File: config.mk
export PLATFORM = sky130hd
export DESIGN_NAME = hmn_qstep
export DESIGN_NICKNAME = d
export VERILOG_FILES = /design/src/hmn_pkg.sv /design/src/hmn_qstep.sv
export SDC_FILE = /design/constraint.sdc
export NUM_CORES = 2
export LEC_CHECK = 0
export BUFFER_PORTS_ARGS = -buffer_cell sky130_fd_sc_hd__clkbuf_2
export CAP_MARGIN = 20
export CORE_AREA = 2 2 462 464
export DETAILED_ROUTE_END_ITERATION = 7
export DIE_AREA = 0 0 464 466
export GPL_TIMING_DRIVEN = 0
export SETUP_SLACK_MARGIN = 0.4
export SYNTH_ARGS = -nofsm -noshare
export SYNTH_HDL_FRONTEND = slang
export SYNTH_SLANG_ARGS = --single-unit
export TNS_END_PERCENT = 30
File: constraint.sdc
create_clock -name clk -period 29.4 [get_ports clk]
set_input_delay 2.94 -clock clk [delete_from_list [all_inputs] [get_ports clk]]
set_output_delay 2.94 -clock clk [all_outputs]
set_load 0.02 [all_outputs]
File: src/hmn_pkg.sv
// Shared types, constants and helpers for the heightmap normal stencil.
// No dependencies; every other file in src takes this package in.
`timescale 1ns / 1ps
`default_nettype none

package hmn_pkg;

  localparam int MAX_ROW_LENGTH_DEF = 8192;
  localparam int HEIGHT_BITS_DEF    = 24;

  // Configuration register widths and reset values
  localparam int ROW_LENGTH_W = 14;
  localparam int ROW_COUNT_W  = 16;
  localparam int SPACING_W    = 8;
  localparam int CFG_DATA_W   = 16;
  localparam int CFG_INDEX_W  = 2;

  localparam logic [ROW_LENGTH_W-1:0] ROW_LENGTH_RST = ROW_LENGTH_W'(1024);
  localparam logic [ROW_COUNT_W-1:0]  ROW_COUNT_RST  = ROW_COUNT_W'(1024);
  localparam logic [SPACING_W-1:0]    SPACING_RST    = SPACING_W'(1);

  typedef enum logic [CFG_INDEX_W-1:0] {
    REG_ROW_LENGTH   = 2'd0,
    REG_ROW_COUNT    = 2'd1,
    REG_GRID_SPACING = 2'd2
  } cfg_reg_t;

  // Up component is spacing * 2 * 256 (heights carry eight fraction bits)
  localparam int UP_SHIFT = 9;
  localparam int UP_W     = SPACING_W + UP_SHIFT;

  // Q1.14 output magnitudes span 0..16384
  localparam int NORM_W    = 15;
  localparam int NORM_FRAC = 14;
  localparam int Q_TOP     = NORM_W - 1;
  localparam int Q_STEPS   = NORM_W;
  localparam int R_SHIFT   = 2 * NORM_FRAC + 2;
  localparam logic [NORM_W-1:0] ONE_Q14 = NORM_W'(16384);

  localparam int LANES = 3;

  typedef struct packed {
    logic [ROW_COUNT_W-1:0] row;
    logic                   emit_a;
    logic                   emit_b;
    logic                   interior;
    logic                   neg_x;
    logic                   neg_z;
  } item_meta_t;

  function automatic int mag_width(input int hb);
    return (hb > UP_W) ? hb : UP_W;
  endfunction

endpackage

`default_nettype wire

File: src/hmn_qstep.sv
// One bit of the rounding quantizer for all three lanes, one register stage.
// Depends on hmn_pkg.
`timescale 1ns / 1ps
`default_nettype none

module hmn_qstep #(
  parameter int MAX_ROW_LENGTH = hmn_pkg::MAX_ROW_LENGTH_DEF,
  parameter int HEIGHT_BITS    = hmn_pkg::HEIGHT_BITS_DEF,
  parameter int K              = hmn_pkg::Q_TOP,
  localparam int COL_W = $clog2(MAX_ROW_LENGTH),
  localparam int MAG_W = hmn_pkg::mag_width(HEIGHT_BITS),
  localparam int S_W   = 2 * MAG_W + 2,
  localparam int D_W   = S_W + 34,
  localparam int Q_W   = S_W + 17
) (
  input  logic                         clk,
  input  logic                         rst,
  input  logic                         in_valid,
  output logic                         take_out,
  input  logic [COL_W-1:0]             in_col,
  input  hmn_pkg::item_meta_t          in_meta,
  input  logic [S_W-1:0]               in_s,
  input  logic signed [D_W-1:0]        in_d  [hmn_pkg::LANES],
  input  logic signed [Q_W-1:0]        in_qa [hmn_pkg::LANES],
  input  logic [hmn_pkg::NORM_W-1:0]   in_q  [hmn_pkg::LANES],
  output logic                         out_valid,
  input  logic                         down_take,
  output logic [COL_W-1:0]             out_col,
  output hmn_pkg::item_meta_t          out_meta,
  output logic [S_W-1:0]               out_s,
  output logic signed [D_W-1:0]        out_d  [hmn_pkg::LANES],
  output logic signed [Q_W-1:0]        out_qa [hmn_pkg::LANES],
  output logic [hmn_pkg::NORM_W-1:0]   out_q  [hmn_pkg::LANES]
);
  import hmn_pkg::*;

  logic                  take;
  logic signed [D_W-1:0] delta [LANES];
  logic signed [D_W-1:0] dn    [LANES];
  logic                  ok    [LANES];
  logic signed [D_W-1:0] d_nx  [LANES];
  logic signed [Q_W-1:0] qa_nx [LANES];
  logic [NORM_W-1:0]     q_nx  [LANES];

  assign take     = !out_valid || down_take;
  assign take_out = take;

  // Try setting bit K: (2q'-1)^2 s = (2q-1)^2 s + (2q-1)s*2^(K+2) + s*2^(2K+2)
  always_comb begin
    for (int i = 0; i < LANES; i++) begin
      delta[i] = (D_W'(in_qa[i]) <<< (K + 2)) + $signed(D_W'(in_s) << (2 * K + 2));
      dn[i]    = in_d[i] - delta[i];
      ok[i]    = !dn[i][D_W-1] && ((K == Q_TOP) || !in_q[i][Q_TOP]);
      d_nx[i]  = ok[i] ? dn[i] : in_d[i];
      qa_nx[i] = ok[i] ? in_qa[i] + $signed(Q_W'(in_s) << (K + 1)) : in_qa[i];
      q_nx[i]  = in_q[i];
      q_nx[i][K] = ok[i];
    end
  end

  always_ff @(posedge clk) begin
    if (rst) begin
      out_valid <= 1'b0;
    end else if (take) begin
      out_valid <= in_valid;
    end
  end

  always_ff @(posedge clk) begin
    if (take) begin
      out_col  <= in_col;
      out_meta <= in_meta;
      out_s    <= in_s;
      out_d    <= d_nx;
      out_qa   <= qa_nx;
      out_q    <= q_nx;
    end
  end

endmodule

`default_nettype wire

* Word level (Yosys, flattened, before mapping)
Cells that the tools add are included.
** Operators by class
- Add/sub/neg operators :: 9
- Multiplexer cells :: 6
- Reductions and logical operators :: 5
** Operators by type and width (number)
- 83-bit by 81-bit adder with 84-bit output :: 3
- 84-bit subtractor :: 3
- 83-bit two-way mux :: 3
- 67-bit by 66-bit adder with 67-bit output :: 3
- 67-bit two-way mux :: 3
- 1-bit logical NOT :: 4
- 1-bit logical OR :: 1
** Storage, ports and cells
- Flip-flop bits (word level) :: 583
- Input bits :: 586
- Logic and storage cells :: 41

* Depth between registers and ports, before layout
- Depth in word-level cells :: 3
- Gate-level depth with buffers :: 19
- Gate-level depth less buffers :: 15

* Worst setup path after synthesis
No wires, ideal clock.
- Path kind :: input port to output port
- Start point :: in down_take
- End point :: out take_out
- Arrival time :: 16955 ps
- Slack :: 9505 ps
- Cell stages on the path :: 1
- Cell sequence :: nand2b_1
** Between the ends
- Longest elaborated chain between the ends :: 1
** Ends and longest elaborated chain
- start: declaration :: RTL line hmn_qstep.sv:27 : input logic down_take,
- 1-bit logical OR :: RTL line hmn_qstep.sv:45 : assign take = !out_valid || down_take;
- end: declaration :: RTL line hmn_qstep.sv:19 : output logic take_out,
Every way passes these cells.

==> summary.txt <==
Yosys
  – EDFF count, synth: 582
  – Ys async rst share: 0
  – Synth Cell Area: 0.0460 mm²
  – Synthesized Nets: 5991
  – Synth Flop Type: edfxtp_1
  – Library cells used by synthesis: 88
  – Synthesized flop and latch total: 583
  – Largest area contributor in the netlist: edfxtp_1
  – Largest cells by area after synthesis: edfxtp_1, ha_1, fa_1
  – Syn_area_per_cell: 9.48 µm²
  – Cells after Synth: 4847
  – Seq/Total Area, Yosys: 0.381
  – Post-synth top area share: 0.380
  – Synth warn: 0

Finish
  – Commonest non-fill, non-tap cells in the layout: clkbuf_2, nand2_1, edfxtp_1
  – # fillers: 22700
  – Final nets: 7218
  – Final Instance Area: 0.0583 mm²
  – Most common cell after layout, fill and taps aside: clkbuf_2
  – Fin cells: 8995
  – Layout area overhead: 26.9%
  – Share of cells above drive strength 1: 0.224

Timing
  – Hold Vio Cnt, Final: 0
  – RSZ-0062 raised after global routing: false
  – Setup violations, final: 0
  – Max Freq: 101 MHz
  – Final worst setup slack: 19500 ps
  – Min Tclk post-route: 9900 ps
  – Clock skew: 40.8 ps
  – Tcrit/Tclk final: 0.337
  – Slew headroom: 0.199
  – Worst-Margin Slew: 1190 ps
  – Hold_ws: 938 ps
  – Final slew viol count: 0

Worst setup path
  – Crit. End Element: flip-flop
  – Beginning of the critical path: in_s[0]
  – Crit path launch type: input port
  – Worst Reg2Reg Path Length in Cells: 5
  – Worst path arrival time: 10270 ps
  – Critical path fanouts, max: 10
  – WP data required: 29770 ps
  – Critical path class: input port to flip-flop
  – R2R Path Start: out_valid

Floorplan
  – Die H: 466 µm
  – Initial core utilization: 0.218
  – Die W: 464 µm
  – Die area: 0.216 mm²
  – Core Region: 0.211 mm²
  – Rows: 169
  – Io pins: 1170

Clocking
  – Total CTS buffers: 82
  – Setup bufs post-CTS: 0
  – PostCTS Resize Cnt: 0
  – TritonCTS clock tree: done
  – Root Driver: clkbuf_16
  – Post-CTS Hold Buffers: 0
  – Clock buffer depth: 3
  – Htree depth: 3
  – Clk sinks: 583
  – Skew-Pair Late Insertion Delay: 700 ps
  – Reg clk slew, reported paths: 60 ps

Detailed routing
  – Detailed Routing Iterations Pass 1: 8
  – Routed Antenna Nets: 0
  – Post-DR wirelength/cell: 29.2 µm
  – Remaining DRCs: 0
  – Vias: 43800
  – Final WL: 262000 µm
  – Via-to-Cell Ratio: 4.87
  – Initial drt markers: 3661

Global route
  – First-pass GRT wire length: 349000 µm
  – Tot GR Track Use: 0.233
  – Initial antenna violation count: 102
  – Gr ovfl total: 0
  – Vias in the first global route: 42500
  – Largest net degree at the start of global routing: 70

Status
  – Status: finished, final reports clean

Placement
  – Worst slack at placement: 19040 ps
  – Post-DP HPWL: 227000 µm
  – Placed instance count: 8811
  – I/O Buffers: 1130
  – Placed cell areas: 0.0555 mm²
  – GPL Wtd Cong: 0.965

Worst hold path
  – Hold path depth: 2
  – Hold crit path type: flip-flop to flip-flop
  – Hold path start: out_valid

Power
  – Leakage dissipation: 26.3 nW
  – Power Density: 75.0 mW/mm²
  – Worst ir drop on vdd: 0.0436 mV

Run
  – MaxCap Viol Count: 0
[cells in the mapped netlist (30+ instances only)]
master,number
a21o_1,220
a21oi_1,396
a31oi_1,35
and3_1,30
buf_2,43
clkbuf_1,185
edfxtp_1,582
fa_1,153
ha_1,405
inv_1,436
nand2_1,590
nand2b_1,34
nand3_1,60
nand4_1,95
nor2_1,178
nor2b_1,31
nor3_1,49
o21a_1,35
o21ai_0,522
o21bai_1,79
o31ai_1,33
xnor2_1,189
xor2_1,146
[through the flow]
stage	total power [mW]	TNS, ps	util
final	4.37	0	0.276
after global routing	4.59	0	0.276
after CTS	4.41	0	0.276
after detailed placement	3.33	0	0.263
after global placement	3.36	-314	0.261
after floorplan	2.45	0	-
[worst max-delay path: stages]
cell and delay [ps]:
clkbuf_2 350, inv_1 400, fa_1 580, ha_1 280
clkbuf_1 270, nand2_1 160, nor2_1 180, a31oi_1 120
o21a_1 200, nand2_1 160, a41oi_2 350, o31ai_1 1050
a31oi_1 340, xnor2_1 1010, buf_2 440, buf_2 460
buf_2 560, o21ai_0 370
[path summary, 6_finish.rpt]
path	endpoint	slack, ps
setup / recovery	out_qa[83]	19500
hold / removal	out_valid	940
setup reg to reg	out_qa[78]	26760
hold reg to reg	out_valid	940
[flip-flops by register name, indices dropped and copies added, names as in the netlist]
name	cells
out_col	13
out_d	252
out_meta	21
out_q	45
out_qa	201
out_s	50
out_valid	1
[per-layer routing]
layer	vias up	share of wire	track usage
met5	-	0.00098	0
met4	40	0.055	0.125
met3	424	0.061	0.0409
met2	1989	0.49	0.401
met1	21400	0.39	0.276
li1	19900	-	-
[area by class of cell]
cell class / instances / area [µm²] / area share
Timing Repair Buffer: 1143 / 5980 / 0.103
Clock buffer: 96 / 2130 / 0.0364
Buffer: 233 / 955 / 0.0164
Inverter: 436 / 1640 / 0.0281
Multi-Input combinational cell: 3595 / 25900 / 0.444
Clock inverter: 51 / 631 / 0.0108
Sequential cell: 583 / 17500 / 0.300
Tap cell: 2821 / 3530 / 0.0605
Antenna cell: 37 / 92.6 / 0.00159
[power breakdown]
part           internal, mW  leakage, nW  switching, mW
clock network         0.598         1.32          0.447
logic                 0.599         18.8           1.45
registers              1.20         6.12         0.0799
total                  2.40         26.3           1.97
[logic make-up after synthesis]
kind of cell | after synthesis | synth area share
adder cells (fa/ha/maj) | 558 | 0.177
buffers and inverters | 669 | 0.0564
AO/OA/AOI/OAI | 1524 | 0.204
AND/OR/NAND/NOR | 1165 | 0.115
flip-flops | 583 | 0.381
multiplexers | 12 | 0.00291
XOR/XNOR | 336 | 0.0644
Note: power is estimated with default switching activity, not from simulation.
