[src/hmn_pkg.sv]
// Shared types, constants and helpers for the heightmap normal stencil.
// No dependencies; every other file in src takes this package in.
`timescale 1ns / 1ps
`default_nettype none

package hmn_pkg;

  localparam int MAX_ROW_LENGTH_DEF = 8192;
  localparam int HEIGHT_BITS_DEF    = 24;

  // Configuration register widths and reset values
  localparam int ROW_LENGTH_W = 14;
  localparam int ROW_COUNT_W  = 16;
  localparam int SPACING_W    = 8;
  localparam int CFG_DATA_W   = 16;
  localparam int CFG_INDEX_W  = 2;

  localparam logic [ROW_LENGTH_W-1:0] ROW_LENGTH_RST = ROW_LENGTH_W'(1024);
  localparam logic [ROW_COUNT_W-1:0]  ROW_COUNT_RST  = ROW_COUNT_W'(1024);
  localparam logic [SPACING_W-1:0]    SPACING_RST    = SPACING_W'(1);

  typedef enum logic [CFG_INDEX_W-1:0] {
    REG_ROW_LENGTH   = 2'd0,
    REG_ROW_COUNT    = 2'd1,
    REG_GRID_SPACING = 2'd2
  } cfg_reg_t;

  // Up component is spacing * 2 * 256 (heights carry eight fraction bits)
  localparam int UP_SHIFT = 9;
  localparam int UP_W     = SPACING_W + UP_SHIFT;

  // Q1.14 output magnitudes span 0..16384
  localparam int NORM_W    = 15;
  localparam int NORM_FRAC = 14;
  localparam int Q_TOP     = NORM_W - 1;
  localparam int Q_STEPS   = NORM_W;
  localparam int R_SHIFT   = 2 * NORM_FRAC + 2;
  localparam logic [NORM_W-1:0] ONE_Q14 = NORM_W'(16384);

  localparam int LANES = 3;

  typedef struct packed {
    logic [ROW_COUNT_W-1:0] row;
    logic                   emit_a;
    logic                   emit_b;
    logic                   interior;
    logic                   neg_x;
    logic                   neg_z;
  } item_meta_t;

  function automatic int mag_width(input int hb);
    return (hb > UP_W) ? hb : UP_W;
  endfunction

endpackage

`default_nettype wire

[src/hmn_prep.sv]
// Magnitudes, squares, squared length and quantizer seed (stages C to F).
// Depends on hmn_pkg.
`timescale 1ns / 1ps
`default_nettype none

module hmn_prep #(
  parameter int MAX_ROW_LENGTH = hmn_pkg::MAX_ROW_LENGTH_DEF,
  parameter int HEIGHT_BITS    = hmn_pkg::HEIGHT_BITS_DEF,
  localparam int COL_W  = $clog2(MAX_ROW_LENGTH),
  localparam int DIFF_W = HEIGHT_BITS + 1,
  localparam int MAG_W  = hmn_pkg::mag_width(HEIGHT_BITS),
  localparam int SQ_W   = 2 * MAG_W,
  localparam int S_W    = SQ_W + 2,
  localparam int D_W    = S_W + 34,
  localparam int Q_W    = S_W + 17
) (
  input  logic                         clk,
  input  logic                         rst,
  input  logic                         in_valid,
  output logic                         take_out,
  input  logic [COL_W-1:0]             in_col,
  input  hmn_pkg::item_meta_t          in_meta,
  input  logic signed [DIFF_W-1:0]     in_dx,
  input  logic signed [DIFF_W-1:0]     in_dz,
  input  logic [hmn_pkg::UP_W-1:0]     in_up,
  output logic                         out_valid,
  input  logic                         down_take,
  output logic [COL_W-1:0]             out_col,
  output hmn_pkg::item_meta_t          out_meta,
  output logic [S_W-1:0]               out_s,
  output logic signed [D_W-1:0]        out_d  [hmn_pkg::LANES],
  output logic signed [Q_W-1:0]        out_qa [hmn_pkg::LANES]
);
  import hmn_pkg::*;

  logic              c_valid, d_valid, e_valid;
  logic              take_c, take_d, take_e, take_f;
  logic [COL_W-1:0]  c_col, d_col, e_col;
  item_meta_t        c_meta, d_meta, e_meta;
  item_meta_t        in_meta_sgn;
  logic [MAG_W-1:0]  c_mag [LANES];
  logic [SQ_W-1:0]   d_sq  [LANES];
  logic [SQ_W-1:0]   e_sq  [LANES];
  logic [S_W-1:0]    e_s;
  logic signed [DIFF_W-1:0] abs_x, abs_z;

  assign take_f   = !out_valid || down_take;
  assign take_e   = !e_valid || take_f;
  assign take_d   = !d_valid || take_e;
  assign take_c   = !c_valid || take_d;
  assign take_out = take_c;

  assign abs_x = in_dx[DIFF_W-1] ? -in_dx : in_dx;
  assign abs_z = in_dz[DIFF_W-1] ? -in_dz : in_dz;

  // Carry the difference signs along with the rest of the item
  always_comb begin
    in_meta_sgn       = in_meta;
    in_meta_sgn.neg_x = in_dx[DIFF_W-1];
    in_meta_sgn.neg_z = in_dz[DIFF_W-1];
  end

  always_ff @(posedge clk) begin
    if (rst) begin
      c_valid   <= 1'b0;
      d_valid   <= 1'b0;
      e_valid   <= 1'b0;
      out_valid <= 1'b0;
    end else begin
      if (take_c) c_valid   <= in_valid;
      if (take_d) d_valid   <= c_valid;
      if (take_e) e_valid   <= d_valid;
      if (take_f) out_valid <= e_valid;
    end
  end

  always_ff @(posedge clk) begin
    if (take_c) begin
      c_col        <= in_col;
      c_meta       <= in_meta_sgn;
      c_mag[0]     <= MAG_W'($unsigned(abs_x));
      c_mag[1]     <= MAG_W'(in_up);
      c_mag[2]     <= MAG_W'($unsigned(abs_z));
    end
    if (take_d) begin
      d_col  <= c_col;
      d_meta <= c_meta;
      for (int i = 0; i < LANES; i++) begin
        d_sq[i] <= SQ_W'(c_mag[i]) * SQ_W'(c_mag[i]);
      end
    end
    if (take_e) begin
      e_col  <= d_col;
      e_meta <= d_meta;
      e_sq   <= d_sq;
      e_s    <= S_W'(d_sq[0]) + S_W'(d_sq[1]) + S_W'(d_sq[2]);
    end
    if (take_f) begin
      out_col  <= e_col;
      out_meta <= e_meta;
      out_s    <= e_s;
      // seed for q = 0: remainder = (mag << 15)^2 - s, running term = -s
      for (int i = 0; i < LANES; i++) begin
        out_d[i]  <= $signed((D_W'(e_sq[i]) << R_SHIFT) - D_W'(e_s));
        out_qa[i] <= $signed(-Q_W'(e_s));
      end
    end
  end

endmodule

`default_nettype wire

[config.mk]
export PLATFORM = sky130hd
export DESIGN_NAME = hmn_prep
export DESIGN_NICKNAME = d
export VERILOG_FILES = /design/src/hmn_pkg.sv /design/src/hmn_prep.sv
export SDC_FILE = /design/constraint.sdc
export NUM_CORES = 2
export LEC_CHECK = 0
export ABC_AREA = 1
export BUFFER_PORTS_ARGS = -buffer_cell sky130_fd_sc_hd__buf_2
export CORE_UTILIZATION = 39
export DETAILED_ROUTE_END_ITERATION = 12
export SETUP_SLACK_MARGIN = 0.5
export SLEW_MARGIN = 20
export SYNTH_ARGS = -nofsm -noshare
export SYNTH_HDL_FRONTEND = slang
export SYNTH_SLANG_ARGS = --single-unit
[constraint.sdc]
create_clock -name clk -period 16 [get_ports clk]
set_input_delay 1.6 -clock clk [delete_from_list [all_inputs] [get_ports clk]]
set_output_delay 1.6 -clock clk [all_outputs]
set_load 0.1 [all_outputs]
**After elaboration in Yosys (flattened, before gate mapping)**

Memory sizes are Yosys's and may differ from the RTL's.
Cells that the tools add are included.

- Memories kept: 1
- Logic and storage cells: 68
- Input port bits: 105
- Bits in registers: 847
- Bits in writable memories: 72

- Reduce and logical (&&, ||, !) cells: 8
- Mux-type cells: 4
- Add/sub/neg operators: 8
- Multiply operators: 3

Memory list:

| memory | words | bits a word | rd ports | clocked after Yosys merged registers in | wr ports | RTL line | text |
|---|---|---|---|---|---|---|---|
| c_mag | 3 | 24 | 3 | 0 | 3 | hmn_prep.sv:41 | `logic [MAG_W-1:0] c_mag [LANES];` |

Operator list:

| kind | count |
|---|---|
| $sub A78 B50 Y79 | 3 |
| $mul A24 B24 Y48 | 3 |
| $neg A50 Y67 | 1 |
| $add A49 B48 Y50 | 1 |
| $add A48 B48 Y49 | 1 |
| $mux W24 | 2 |
| $neg A24 Y24 | 2 |
| $logic_not A1 Y1 | 4 |
| $logic_or A1 B1 Y1 | 4 |
| $mux W1 | 2 |

**Depth between registers and ports, before layout**

- Word-level depth: 7
- Mapped depth: 29
- Gate-level depth less buffers: 28

**Worst setup path after synthesis**

No wires, ideal clock.

- Kind: input to output
- From: input down_take
- To: output take_out
- Buffers on the path: 0
- Data arrival time: 14.820 ns
- Stages: 6
- Setup slack: -0.420 ns
- Cells stage by stage: nor2_1 inv_1 nor2_1 inv_1 nor2_1 nand2_1

- Cells in the longest elaborated chain, start to end: 4

Ends and longest elaborated chain:

| element | RTL line | text |
|---|---|---|
| start: declaration | hmn_prep.sv:27 | `input logic down_take,` |
| $logic_or A1 B1 Y1 | hmn_prep.sv:47 | `assign take_f = !out_valid \|\| down_take;` |
| named net take_f | hmn_prep.sv:37 | `logic take_c, take_d, take_e, take_f;` |
| $logic_or A1 B1 Y1 | hmn_prep.sv:48 | `assign take_e = !e_valid \|\| take_f;` |
| named net take_e | hmn_prep.sv:37 |  |
| $logic_or A1 B1 Y1 | hmn_prep.sv:49 | `assign take_d = !d_valid \|\| take_e;` |
| $logic_or A1 B1 Y1 | hmn_prep.sv:50 | `assign take_c = !c_valid \|\| take_d;` |
| end: declaration | hmn_prep.sv:20 | `output logic take_out,` |

The timed path passes the listed nets, and every way through them passes these cells.

==> impl_metrics.ini <==
[drt]
routedWlPerCell_um = 21.6
firstDrtPassIters = 6
vias = 65100
drtAntennaViolNets = 0
via_per_inst = 4.94
finalWirelength_um = 285000
drt_iter0_drc = 5207
drcViolationCount = 0

[yosys]
ys_seq_area_share_pct = 27.4
synthDistinctLibCells = 46
syn_area_um2 = 84900
avgSynthCellArea_um2 = 8.64
synthesis.nets = 11600
synth_warnings = 0
ys_ff_latch = 776
async_flop_share_pct = 0
synthCells = 9825
synth_flop_cell = edfxtp_1
synth_edf_count = 772

[critical_path]
endpoint_kind = flip-flop
worstPathArrival_ns = 7.69
critical_path.max_fanout = 24
crit_path_start_kind = flip-flop
required_ns = 16.50
worstSetupPathType = reg2reg

[sta]
rsz0062_at_grt = no
fin_setup_tns_ns = 0
relSlewSlack_pct = 26.0
period_needed_ns = 7.19
setup_viol = 0
max_clock_freq_ghz = 0.139
worst_slew_pin_slew_ns = 1.10
fin_crit_sh_pct = 45.0
finalClockSkew_ns = 0.0807
slew_violations = 0
hold_viol = 0

[finish]
layout_common_cells = 2563 x inv_1, 2241 x nand2_1, 1087 x fa_1
drive_above_1_share_pct = 9.13
layout.nets = 12100
area_growth_pct = 9.34
n_fill_cell = 21300
final_common_cell = inv_1

[flow_run]
cap_viol_max_count = 0

[die]
std_cell_rows = 170
pin_count = 644
die_x_um = 469
initial_utilization_pct = 39.4
die_area_um2 = 220000
die_y_um = 469
core_area_um2 = 215000

[clocking]
cts_buffers = 91
cts-root-buf = clkbuf_16
cts_resized = 0
cts_tree = built
clk_pin_slew_ns = 0.06
cts_setup_buffers = 0
cts.sinks = 776
htree_num_levels = 3
clockBufferDepth = 3
postCtsHoldBufs = 0
clkLatencyLatePin_ns = 0.78

[status]
status = finished, final reports clean

[global_routing]
grt_first_pass_wirelength_um = 419000
grt-ovfl-total = 0
grt_antenna_before_repair = 13
grt_usage_pct = 26.0
grt_pass1_vias = 66200
grt_max_degree = 87

[place]
gp_congestion = 1.01
io_buffers = 641
hpwl_um = 241000

[min_path]
hp-class = reg2reg
[critical path: stages, from the launching register on]
cell      delay, ns
edfxtp_1       1.03
nand2_1        0.25
fa_1           0.59
inv_1          0.06
fa_1           0.50
fa_1           0.51
fa_1           0.52
fa_1           0.52
fa_1           0.55
inv_1          0.05
fa_1           0.53
inv_1          0.04
ha_1           0.38
a21oi_1        0.31
o21ai_0        0.31
a21oi_1        0.20
nand3_1        0.26
nand2_1        0.17
nand2_1        0.07
nand2_1        0.05
nand2_1        0.04
[through the flow]
step                std cells  area (um^2)  setup WS, ns  hold slack (ns)  utilization (%)
finish                  13200        92900          8.81            0.410             43.1
global placement        13000        89800          8.68            0.400             41.7
CTS                     13200        92700          8.56            0.415             43.0
detailed placement      13000        89800          8.57            0.405             41.7
floorplan                9825        84900          2.42            0.400                -
global route            13200        92800          8.48            0.422             43.1
[state kept, by name, summed over array words and instances (netlist names), 37 cells and up]
name,count
out_d,176
d_sq,129
e_sq,129
c_mag,65
e_s,50
out_s,50
out_qa,37
[path summary, 6_finish.rpt]
kind                     startpoint                    to  slack [ns]  depth (start not counted)
max          c_mag[0][71]$_DFFE_PP_    d_sq[44]$_DFFE_PP_        8.81                         20
min              e_col[2]$_DFFE_PP_  out_col[2]$_DFFE_PP_        0.41                          0
max reg2reg  c_mag[0][71]$_DFFE_PP_    d_sq[44]$_DFFE_PP_        8.81                         20
min reg2reg      e_col[2]$_DFFE_PP_  out_col[2]$_DFFE_PP_        0.41                          0
[routing by layer]
metal,GRT usage (%),up-vias,part of all wire (%)
met2,44.0,2238,48
met3,2.57,425,5.4
li1,-,30300,-
met4,11.7,2,5.3
met1,33.7,32100,42
met5,0,-,0.0039
[cell type report]
cell class | instances | area [um^2] | share of cell area, %
Multi-Input combinational cell | 6093 | 49700 | 53.5
Sequential cell | 776 | 23300 | 25.1
Inverter | 2575 | 9680 | 10.4
Timing Repair Buffer | 707 | 3760 | 4.05
Tap cell | 2838 | 3550 | 3.82
Clock buffer | 106 | 2330 | 2.51
Clock inverter | 64 | 594 | 0.640
Antenna cell | 11 | 27.5 | 0.0296
[cells by family (layout without fill, tap and decap cells)]
group	count (synthesis)	after routing	synth area share (%)
buf+inv	2956	3452	14.2
compound gates	552	552	3.51
simple gates	3543	3543	17.2
flops	776	776	27.4
xor+xnor	284	284	2.94
fa+ha+maj	1714	1714	34.9
other cells	0	11	0
[cell usage after synthesis (4+ instances only)]
cell type	number	area [um^2]
inv_1	2566	9630
nand2_1	2242	8420
fa_1	1087	21800
edfxtp_1	772	23200
nor2_1	713	2680
ha_1	627	7850
a21oi_1	292	1460
nand3_1	290	1450
buf_4	240	1800
xor2_1	206	1800
o21ai_0	164	821
clkbuf_1	138	518
nand4_1	113	707
xnor2_1	77	674
nor3_1	69	345
o21bai_1	32	240
nor2_2	20	125
nand3b_1	16	120
a31oi_1	15	93.8
nor2_4	15	169
o21a_1	13	97.6
a21o_1	12	90.1
nor4_1	12	75.1
nand2_2	10	62.6
a21boi_0	9	67.6
inv_2	9	33.8
nand3_2	9	90.1
and2_1	8	50.1
or2_2	7	43.8
nor3_2	5	50.1
o21ai_1	5	25.0
dfxtp_1	4	80.1
nor2_8	4	80.1
Power is left out: the tool's default activity adds up to more than one toggle a clock period on the data nets, which glitch-free logic cannot reach.
