==> src/hmn_pkg.sv <==
// Shared types, constants and helpers for the heightmap normal stencil.
// No dependencies; every other file in src takes this package in.
`timescale 1ns / 1ps
`default_nettype none

package hmn_pkg;

  localparam int MAX_ROW_LENGTH_DEF = 8192;
  localparam int HEIGHT_BITS_DEF    = 24;

  // Configuration register widths and reset values
  localparam int ROW_LENGTH_W = 14;
  localparam int ROW_COUNT_W  = 16;
  localparam int SPACING_W    = 8;
  localparam int CFG_DATA_W   = 16;
  localparam int CFG_INDEX_W  = 2;

  localparam logic [ROW_LENGTH_W-1:0] ROW_LENGTH_RST = ROW_LENGTH_W'(1024);
  localparam logic [ROW_COUNT_W-1:0]  ROW_COUNT_RST  = ROW_COUNT_W'(1024);
  localparam logic [SPACING_W-1:0]    SPACING_RST    = SPACING_W'(1);

  typedef enum logic [CFG_INDEX_W-1:0] {
    REG_ROW_LENGTH   = 2'd0,
    REG_ROW_COUNT    = 2'd1,
    REG_GRID_SPACING = 2'd2
  } cfg_reg_t;

  // Up component is spacing * 2 * 256 (heights carry eight fraction bits)
  localparam int UP_SHIFT = 9;
  localparam int UP_W     = SPACING_W + UP_SHIFT;

  // Q1.14 output magnitudes span 0..16384
  localparam int NORM_W    = 15;
  localparam int NORM_FRAC = 14;
  localparam int Q_TOP     = NORM_W - 1;
  localparam int Q_STEPS   = NORM_W;
  localparam int R_SHIFT   = 2 * NORM_FRAC + 2;
  localparam logic [NORM_W-1:0] ONE_Q14 = NORM_W'(16384);

  localparam int LANES = 3;

  typedef struct packed {
    logic [ROW_COUNT_W-1:0] row;
    logic                   emit_a;
    logic                   emit_b;
    logic                   interior;
    logic                   neg_x;
    logic                   neg_z;
  } item_meta_t;

  function automatic int mag_width(input int hb);
    return (hb > UP_W) ? hb : UP_W;
  endfunction

endpackage

`default_nettype wire

==> src/hmn_ifs.sv <==
// Stream interfaces: height samples in, normal words out.
// Depends on hmn_pkg for default widths.
`timescale 1ns / 1ps
`default_nettype none


interface hmn_normal_if #(
  parameter int COL_W = 13
) ();
  logic                     valid;
  logic                     ready;
  logic [COL_W-1:0]         column;
  logic [15:0]              row;
  logic signed [15:0]       normal_x;
  logic [14:0]              normal_y;
  logic signed [15:0]       normal_z;
  logic                     last_of_run;

  modport source(output valid, column, row, normal_x, normal_y, normal_z, last_of_run,
                 input ready);
  modport sink(input valid, column, row, normal_x, normal_y, normal_z, last_of_run,
               output ready);
endinterface

`default_nettype wire

==> src/hmn_out.sv <==
// Output register: sends one or two normal words per item and drops items
// that cause none. Depends on hmn_pkg and hmn_normal_if.
`timescale 1ns / 1ps
`default_nettype none

module hmn_out #(
  parameter int MAX_ROW_LENGTH = hmn_pkg::MAX_ROW_LENGTH_DEF,
  localparam int COL_W = $clog2(MAX_ROW_LENGTH)
) (
  input  logic                       clk,
  input  logic                       rst,
  input  logic                       in_valid,
  output logic                       take_out,
  input  logic [COL_W-1:0]           in_col,
  input  hmn_pkg::item_meta_t        in_meta,
  input  logic [hmn_pkg::NORM_W-1:0] in_q [hmn_pkg::LANES],
  hmn_normal_if.source               normals
);
  import hmn_pkg::*;

  logic               o_valid, o_phase;
  logic [COL_W-1:0]   o_col;
  item_meta_t         o_meta;
  logic signed [15:0] o_nx, o_nz;
  logic [NORM_W-1:0]  o_ny;
  logic               sel_b, last_word, take;

  assign sel_b     = o_phase || !o_meta.emit_a;
  assign last_word = sel_b || !o_meta.emit_b;
  assign take      = !o_valid || (normals.ready && last_word);
  assign take_out  = take;

  always_ff @(posedge clk) begin
    if (rst) begin
      o_valid <= 1'b0;
      o_phase <= 1'b0;
    end else if (take) begin
      o_valid <= in_valid && (in_meta.emit_a || in_meta.emit_b);
      o_phase <= 1'b0;
    end else if (normals.ready) begin
      o_phase <= 1'b1;
    end
  end

  always_ff @(posedge clk) begin
    if (take) begin
      o_col  <= in_col;
      o_meta <= in_meta;
      if (in_meta.interior) begin
        o_nx <= in_meta.neg_x ? -$signed({1'b0, in_q[0]}) : $signed({1'b0, in_q[0]});
        o_ny <= in_q[1];
        o_nz <= in_meta.neg_z ? -$signed({1'b0, in_q[2]}) : $signed({1'b0, in_q[2]});
      end else begin
        o_nx <= '0;
        o_ny <= ONE_Q14;
        o_nz <= '0;
      end
    end
  end

  // First word is the row above, second the last row's own border point
  assign normals.valid       = o_valid;
  assign normals.column      = o_col;
  assign normals.row         = sel_b ? o_meta.row : o_meta.row - ROW_COUNT_W'(1);
  assign normals.normal_x    = sel_b ? '0 : o_nx;
  assign normals.normal_y    = sel_b ? ONE_Q14 : o_ny;
  assign normals.normal_z    = sel_b ? '0 : o_nz;
  assign normals.last_of_run = last_word;

endmodule

`default_nettype wire

==> src/flat_wrapper.sv <==
// flat-port wrapper written by rule: the top's interface ports become plain ports
module hmn_out_flat import hmn_pkg::*;
#(
  parameter int MAX_ROW_LENGTH = hmn_pkg::MAX_ROW_LENGTH_DEF,
  localparam int COL_W = $clog2(MAX_ROW_LENGTH)
)
  (clk, rst, in_valid, take_out, in_col, in_meta, in_q, normals_valid, normals_column, normals_row, normals_normal_x, normals_normal_y, normals_normal_z, normals_last_of_run, normals_ready);
  hmn_normal_if normals_i ();
  input  logic clk;
  input  logic rst;
  input  logic in_valid;
  output logic take_out;
  input  logic [COL_W-1:0] in_col;
  input  hmn_pkg::item_meta_t in_meta;
  input  logic [hmn_pkg::NORM_W-1:0] in_q[hmn_pkg::LANES];
  output wire logic [$bits(normals_i.valid)-1:0] normals_valid;
  output wire logic [$bits(normals_i.column)-1:0] normals_column;
  output wire logic [$bits(normals_i.row)-1:0] normals_row;
  output wire logic [$bits(normals_i.normal_x)-1:0] normals_normal_x;
  output wire logic [$bits(normals_i.normal_y)-1:0] normals_normal_y;
  output wire logic [$bits(normals_i.normal_z)-1:0] normals_normal_z;
  output wire logic [$bits(normals_i.last_of_run)-1:0] normals_last_of_run;
  input wire logic [$bits(normals_i.ready)-1:0] normals_ready;
  assign normals_valid = normals_i.valid;
  assign normals_column = normals_i.column;
  assign normals_row = normals_i.row;
  assign normals_normal_x = normals_i.normal_x;
  assign normals_normal_y = normals_i.normal_y;
  assign normals_normal_z = normals_i.normal_z;
  assign normals_last_of_run = normals_i.last_of_run;
  assign normals_i.ready = normals_ready;
  hmn_out #(.MAX_ROW_LENGTH(MAX_ROW_LENGTH)) u_core (.clk(clk), .rst(rst), .in_valid(in_valid), .take_out(take_out), .in_col(in_col), .in_meta(in_meta), .in_q(in_q), .normals(normals_i));
endmodule
==> config.mk <==
export PLATFORM = sky130hd
export DESIGN_NAME = hmn_out_flat
export DESIGN_NICKNAME = d
export VERILOG_FILES = /design/src/hmn_pkg.sv /design/src/hmn_ifs.sv /design/src/hmn_out.sv /design/src/flat_wrapper.sv
export SDC_FILE = /design/constraint.sdc
export NUM_CORES = 1
export LEC_CHECK = 0
export BUFFER_PORTS_ARGS = -buffer_cell sky130_fd_sc_hd__clkbuf_2
export CAP_MARGIN = 20
export CORE_MARGIN = 2
export CORE_UTILIZATION = 49
export CTS_CLUSTER_SIZE = 14
export DETAILED_ROUTE_END_ITERATION = 7
export PLACE_DENSITY = 0.79
export SYNTH_ARGS = -nofsm -noshare
export SYNTH_HDL_FRONTEND = slang
export SYNTH_SLANG_ARGS = --single-unit
==> constraint.sdc <==
create_clock -name clk -period 3.9 [get_ports clk]
set_clock_uncertainty 0.2 [all_clocks]
set_input_delay 0.195 -clock clk [delete_from_list [all_inputs] [get_ports clk]]
set_output_delay 0.195 -clock clk [all_outputs]
set_load 0.05 [all_outputs]
Yosys cells after proc, flatten, opt, wreduce, memory -nomap -nowiden

Cells that the tools add are included.

Register bits: 80
Latch bits: 0
Memory bits (writable): 0
Bits in read-only memories: 0
Input port bits: 83
Output and inout bits: 79
Logic and storage cells: 32
Memories kept: 0

Add/subtract/negate cells: 3
Multipliers: 0
Divide/modulo/power cells: 0
Order comparisons: 0
Equality and inequality tests: 0
Shifts and indexed selects: 0
Muxes and demuxes: 6
Bitwise gates (word level): 0
Reduce and logical (&&, ||, !) cells: 12

Operators with widths:

| kind                                                                  | number |
|---|---|
| 16-bit 2-to-1 mux                                                     | 3 |
| 15-bit 2-to-1 mux                                                     | 3 |
| 15-bit negator with 16-bit output                                     | 2 |
| 16-bit by 1-bit subtractor with 16-bit output (second input constant) | 1 |
| 1-bit logical OR                                                      | 4 |
| 2-bit AND reduction                                                   | 2 |
| 1-bit zero test                                                       | 3 |
| 1-bit logical AND                                                     | 2 |
| 2-bit OR reduction                                                    | 1 |

Logic depth before layout (Yosys ltp)

Word-level depth: 6
Mapped depth: 6
Depth with buffers taken out: 6

Worst setup path after synthesis

Ideal clock, no wire load.

Path type: flip-flop to flip-flop
Start: register u_core.o_phase
End: register u_core.o_col[0], in the netlist u_core.normals.column[0] (enable)
Library setup time: 0.901 ns
Arrival time: 2.571 ns
Required time: 2.799 ns
Setup slack: 0.227 ns
Stages on the path, launching flop included: 4
Buffers on the path: 0
Clock period less this slack: 3.673 ns
Path through: dfxtp_1 -> nand3b_1 -> nand2_1 -> nand2_1

Word-level cells in the longest chain between the ends: 4

Ends and longest elaborated chain:

| what                          | line               | source |
|---|---|---|
| start, declared               | hmn_out.sv:21      | `logic o_valid, o_phase;` |
| start signal, assigned        | hmn_out.sv:36      | `o_phase <= 1'b0;` |
| start signal, assigned        | hmn_out.sv:39      | `o_phase <= 1'b0;` |
| start signal, assigned        | hmn_out.sv:41      | `o_phase <= 1'b1;` |
| 1-bit logical OR              | hmn_out.sv:28      | `assign sel_b = o_phase \|\| !o_meta.emit_a;` |
| 1-bit logical OR              | hmn_out.sv:29      | `assign last_word = sel_b \|\| !o_meta.emit_b;` |
| named net normals_last_of_run | flat_wrapper.sv:22 | `output wire logic [$bits(normals_i.last_of_run)-1:0] normals_last_of_run;` |
| 1-bit logical AND             | hmn_out.sv:30      | `assign take = !o_valid \|\| (normals.ready && last_word);` |
| 1-bit logical OR              | hmn_out.sv:30      |  |
| named net take_out            | flat_wrapper.sv:12 | `output logic take_out;` |
| end signal, assigned          | hmn_out.sv:47      | `o_col <= in_col;` |
| end, declared                 | hmn_out.sv:22      | `logic [COL_W-1:0] o_col;` |

The timed path passes the listed nets, and every way through them passes these cells.
A chain may end at the register's enable or synchronous reset.

Worst setup path after layout

Start: register u_core.o_meta[5] in the netlist's numbering
End: output normals_row[14]

Word-level cells in the longest chain between the ends: 2

Ends and longest elaborated chain:

| what                                          | line               | source |
|---|---|---|
| start, declared                               | hmn_out.sv:23      | `item_meta_t o_meta;` |
| start signal, assigned                        | hmn_out.sv:48      | `o_meta <= in_meta;` |
| 16-bit by 1-bit subtractor with 16-bit output | hmn_out.sv:64      | `assign normals.row = sel_b ? o_meta.row : o_meta.row - ROW_COUNT_W'(1);` |
| 16-bit 2-to-1 mux                             | hmn_out.sv:64      |  |
| end, declared                                 | flat_wrapper.sv:18 | `output wire logic [$bits(normals_i.row)-1:0] normals_row;` |

Every way passes these cells.

==> results_dict.tcl <==
set metrics [dict create \
    clkSlewWorstSetupHoldPaths_ns 0.09 \
    hold_viol 0 \
    avgSynthCellArea_um2 12.4 \
    r2r_start "u_core.o_phase$_SDFFE_PP0P_" \
    worst-path-buf-inv 2 \
    reg2reg_slack_ns 1.50 \
    portBuffers 161 \
    tightest_slew_ns 0.861 \
    start_util 0.503 \
    syn_to_final_growth_pct 39.8 \
    ys_types 38 \
    dp_cells 581 \
    hpwlAfterDp_um 6570 \
    clock_power_share 0.296 \
    synth-seq-cells 80 \
    leakagePower_nw 2.51 \
    via_per_inst 4.96 \
    final_nets 624 \
    p_int_mw 1.58 \
    slew_headroom 0.421 \
    clock.fmax_mhz 370 \
    postCtsSetupBuffers 0 \
    min_from "in_q[14]" \
    drt_iter0_markers 74 \
    report.power.total_mw 2.31 \
    worstSetupEndpointType "primary output" \
    clk_latency_ns 0.34 \
    io_pins 162 \
    period_share 0.693 \
    chipWidth_um 95.4 \
    drive_above_1_share 0.355 \
    ir_drop_mv 0.197 \
    ant_nets 0 \
    ctsResizeCount 0 \
    final_cells 648 \
    synth_seq_area_share 0.582 \
    switchingPower_uw 733 \
    place.gp.congestion 0.835 \
    grt-ovfl-total 0 \
    place_area_um2 4980 \
    first_pass_iters 4 \
    numCtsBuffers 9 \
    power_frac_seq 0.459 \
    synthArstFlopShare 0 \
    drv_cap 0 \
    final_area_um2 5720 \
    fillers 584 \
    slowest_delay_ns 0.39 \
    reg2reg_depth 5 \
    routed_wl_um 9530 \
    yosysTopAreaCellShare 0.572 \
    setup_tns_ns 0 \
    hold_buffers 51 \
    row_count 33 \
    ys.warnings.count 0 \
    critPathArrivalTime_ns 2.31 \
    worst_ep_required_time_ns 3.50 \
    cts_max_level 3 \
    vias 3212 \
    synth_area_um2 4090 \
    combPwrFrac 0.245 \
    utilization 0.703 \
    diodes 0 \
    drc 0 \
    cts_root_buf "clkbuf_8" \
    synth_area_leaders "edfxtp_1 57%, and2_1 13%, xnor2_1 5.1%, xor2_1 2.8%, o41ai_4 2.0%" \
    synth_cells 330 \
    antenna_found_initial 0 \
    synth_nets 416 \
    synth_largest_area_cell "edfxtp_1" \
    cp_slowest_cell "edfxtp_1" \
    grt_pass1_vias 3100 \
    reg2reg_to "u_core.normals.valid$_SDFFE_PP0P_" \
    grt_max_degree 67 \
    crit_chain "inv_1 > ha_1 > nor4bb_1 > nand3_1 > nor3_1 > xor2_1 > clkbuf_2" \
    synth_edf_count 78 \
    cp_num_cells 7 \
    timing_worst_setup_path_type "reg2out" \
    synth_ff_type "edfxtp_1" \
    cts.sinks 80 \
    slew_violations 0 \
    cp_max_fo 3 \
    grt_pass1_wl_um 14500 \
    wl_per_cell_um 14.7 \
    switching_share 0.317 \
    die_area_um2 9100 \
    startpoint_type "register" \
    cts_tree "done" \
    powerDensity_nw_per_um2 405 \
    whs_path_depth 3 \
    status "finished clean" \
    clk_path_buf_depth 2 \
    synth_common_cells "84 x and2_1, 78 x edfxtp_1, 24 x xnor2_1" \
    die_h_um 95.4 \
    cp_top_family "simple AND/OR/NAND/NOR gates" \
    setup_viol 0 \
    yosys.cell_count.top_type "and2_1" \
    track_usage 0.208 \
    core_area_um2 8130 \
    hp-class "in2reg" \
    worstHoldEndpoint "u_core.o_nz[14]$_SDFFCE_PN0P_" \
    min_period_ns 2.70 \
    rsz0062_at_grt "false" \
]
flip-flops by register name (all words and copies together) (netlist names):
signal                 count
u_core.normals.valid       1
u_core.o_nx               16
u_core.o_phase             1
u_core.normals.column     13
u_core.o_nz               16
u_core.o_ny               15
u_core.o_meta             18
power by group through the flow:
stage / combinational, mW / clock (mW) / sequential, mW
floorplan: 0.341 / 0 / 1.12
global placement: 0.517 / 0 / 1.08
detailed placement: 0.526 / 0 / 1.08
CTS: 0.568 / 0.700 / 1.06
global route: 0.603 / 0.731 / 1.07
finish: 0.567 / 0.686 / 1.06
area by class of cell:
class	count	area, um^2	area share
Sequential cell	80	2380	0.417
Multi-Input combinational cell	225	1620	0.283
Timing Repair Buffer	214	1330	0.233
Tap cell	105	131	0.0230
Clock buffer	9	124	0.0217
Clock inverter	7	103	0.0179
Inverter	8	30.0	0.00525
worst max path at each step:
stage / from / endpoint / slack, ns
after detailed placement: u_core.o_meta[5]$_DFFE_PP_ / normals_row[14] / 1.55
after CTS: u_core.o_meta[5]$_DFFE_PP_ / normals_row[14] / 1.16
final: u_core.o_meta[5]$_DFFE_PP_ / normals_row[14] / 1.20
after global placement: u_core.o_meta[5]$_DFFE_PP_ / normals_row[14] / 1.65
after global routing: u_core.o_meta[5]$_DFFE_PP_ / normals_row[14] / 0.99
after floorplan: u_core.o_phase$_SDFFE_PP0P_ / u_core.normals.column[0]$_DFFE_PP_ / 0.23
worst reg2reg max path: stages (launching register included):
cell           delay, ns
dfxtp_1             0.44
nand3b_1            0.17
nand2_1             0.11
nand2_4             0.65
a21oi_1             0.13
dlygate4sd3_1       0.59
layout by cell type (no fill, tap or decap), types with 4 or more instances in the layout:
cell type	count
clkbuf_2	161
and2_1	84
edfxtp_1	78
dlygate4sd3_1	51
xnor2_1	24
nor3_1	16
xor2_1	13
clkbuf_8	9
or3_1	8
o21ai_0	8
nand2_1	7
inv_1	7
nor4_1	5
nand3_1	5
nor2_1	5
a21oi_1	4
o41ai_2	4
o31ai_1	4
through the flow:
| step | setup slack (ns) | hold WS, ns |
|---|---|---|
| 2_1_floorplan | 0.227 | 0.0641 |
| 3_3_place_gp | 1.65 | 0.173 |
| 3_5_place_dp | 1.55 | 0.174 |
| 4_1_cts | 1.16 | 0.00115 |
| 5_1_grt | 0.990 | 0.0274 |
| 6_report | 1.20 | 0.0195 |
logic make-up after synthesis:
logic type,after synthesis,share of synthesized area
multiplexers,3,0.00734
AO/OA/AOI/OAI,33,0.0768
XOR/XNOR,37,0.0792
adder cells (fa/ha/maj),3,0.00918
buffers and inverters,25,0.0260
AND/OR/NAND/NOR,149,0.219
flip-flops,80,0.582
layer usage:
layer / global-route usage / up-vias / share of wire
li1: - / 1604 / -
met2: 0.378 / 106 / 0.53
met4: 0.0750 / 0 / 0.017
met5: 0 / - / 0
met1: 0.249 / 1491 / 0.40
met3: 0.0340 / 11 / 0.052
Power figures use the tool's default switching activity.
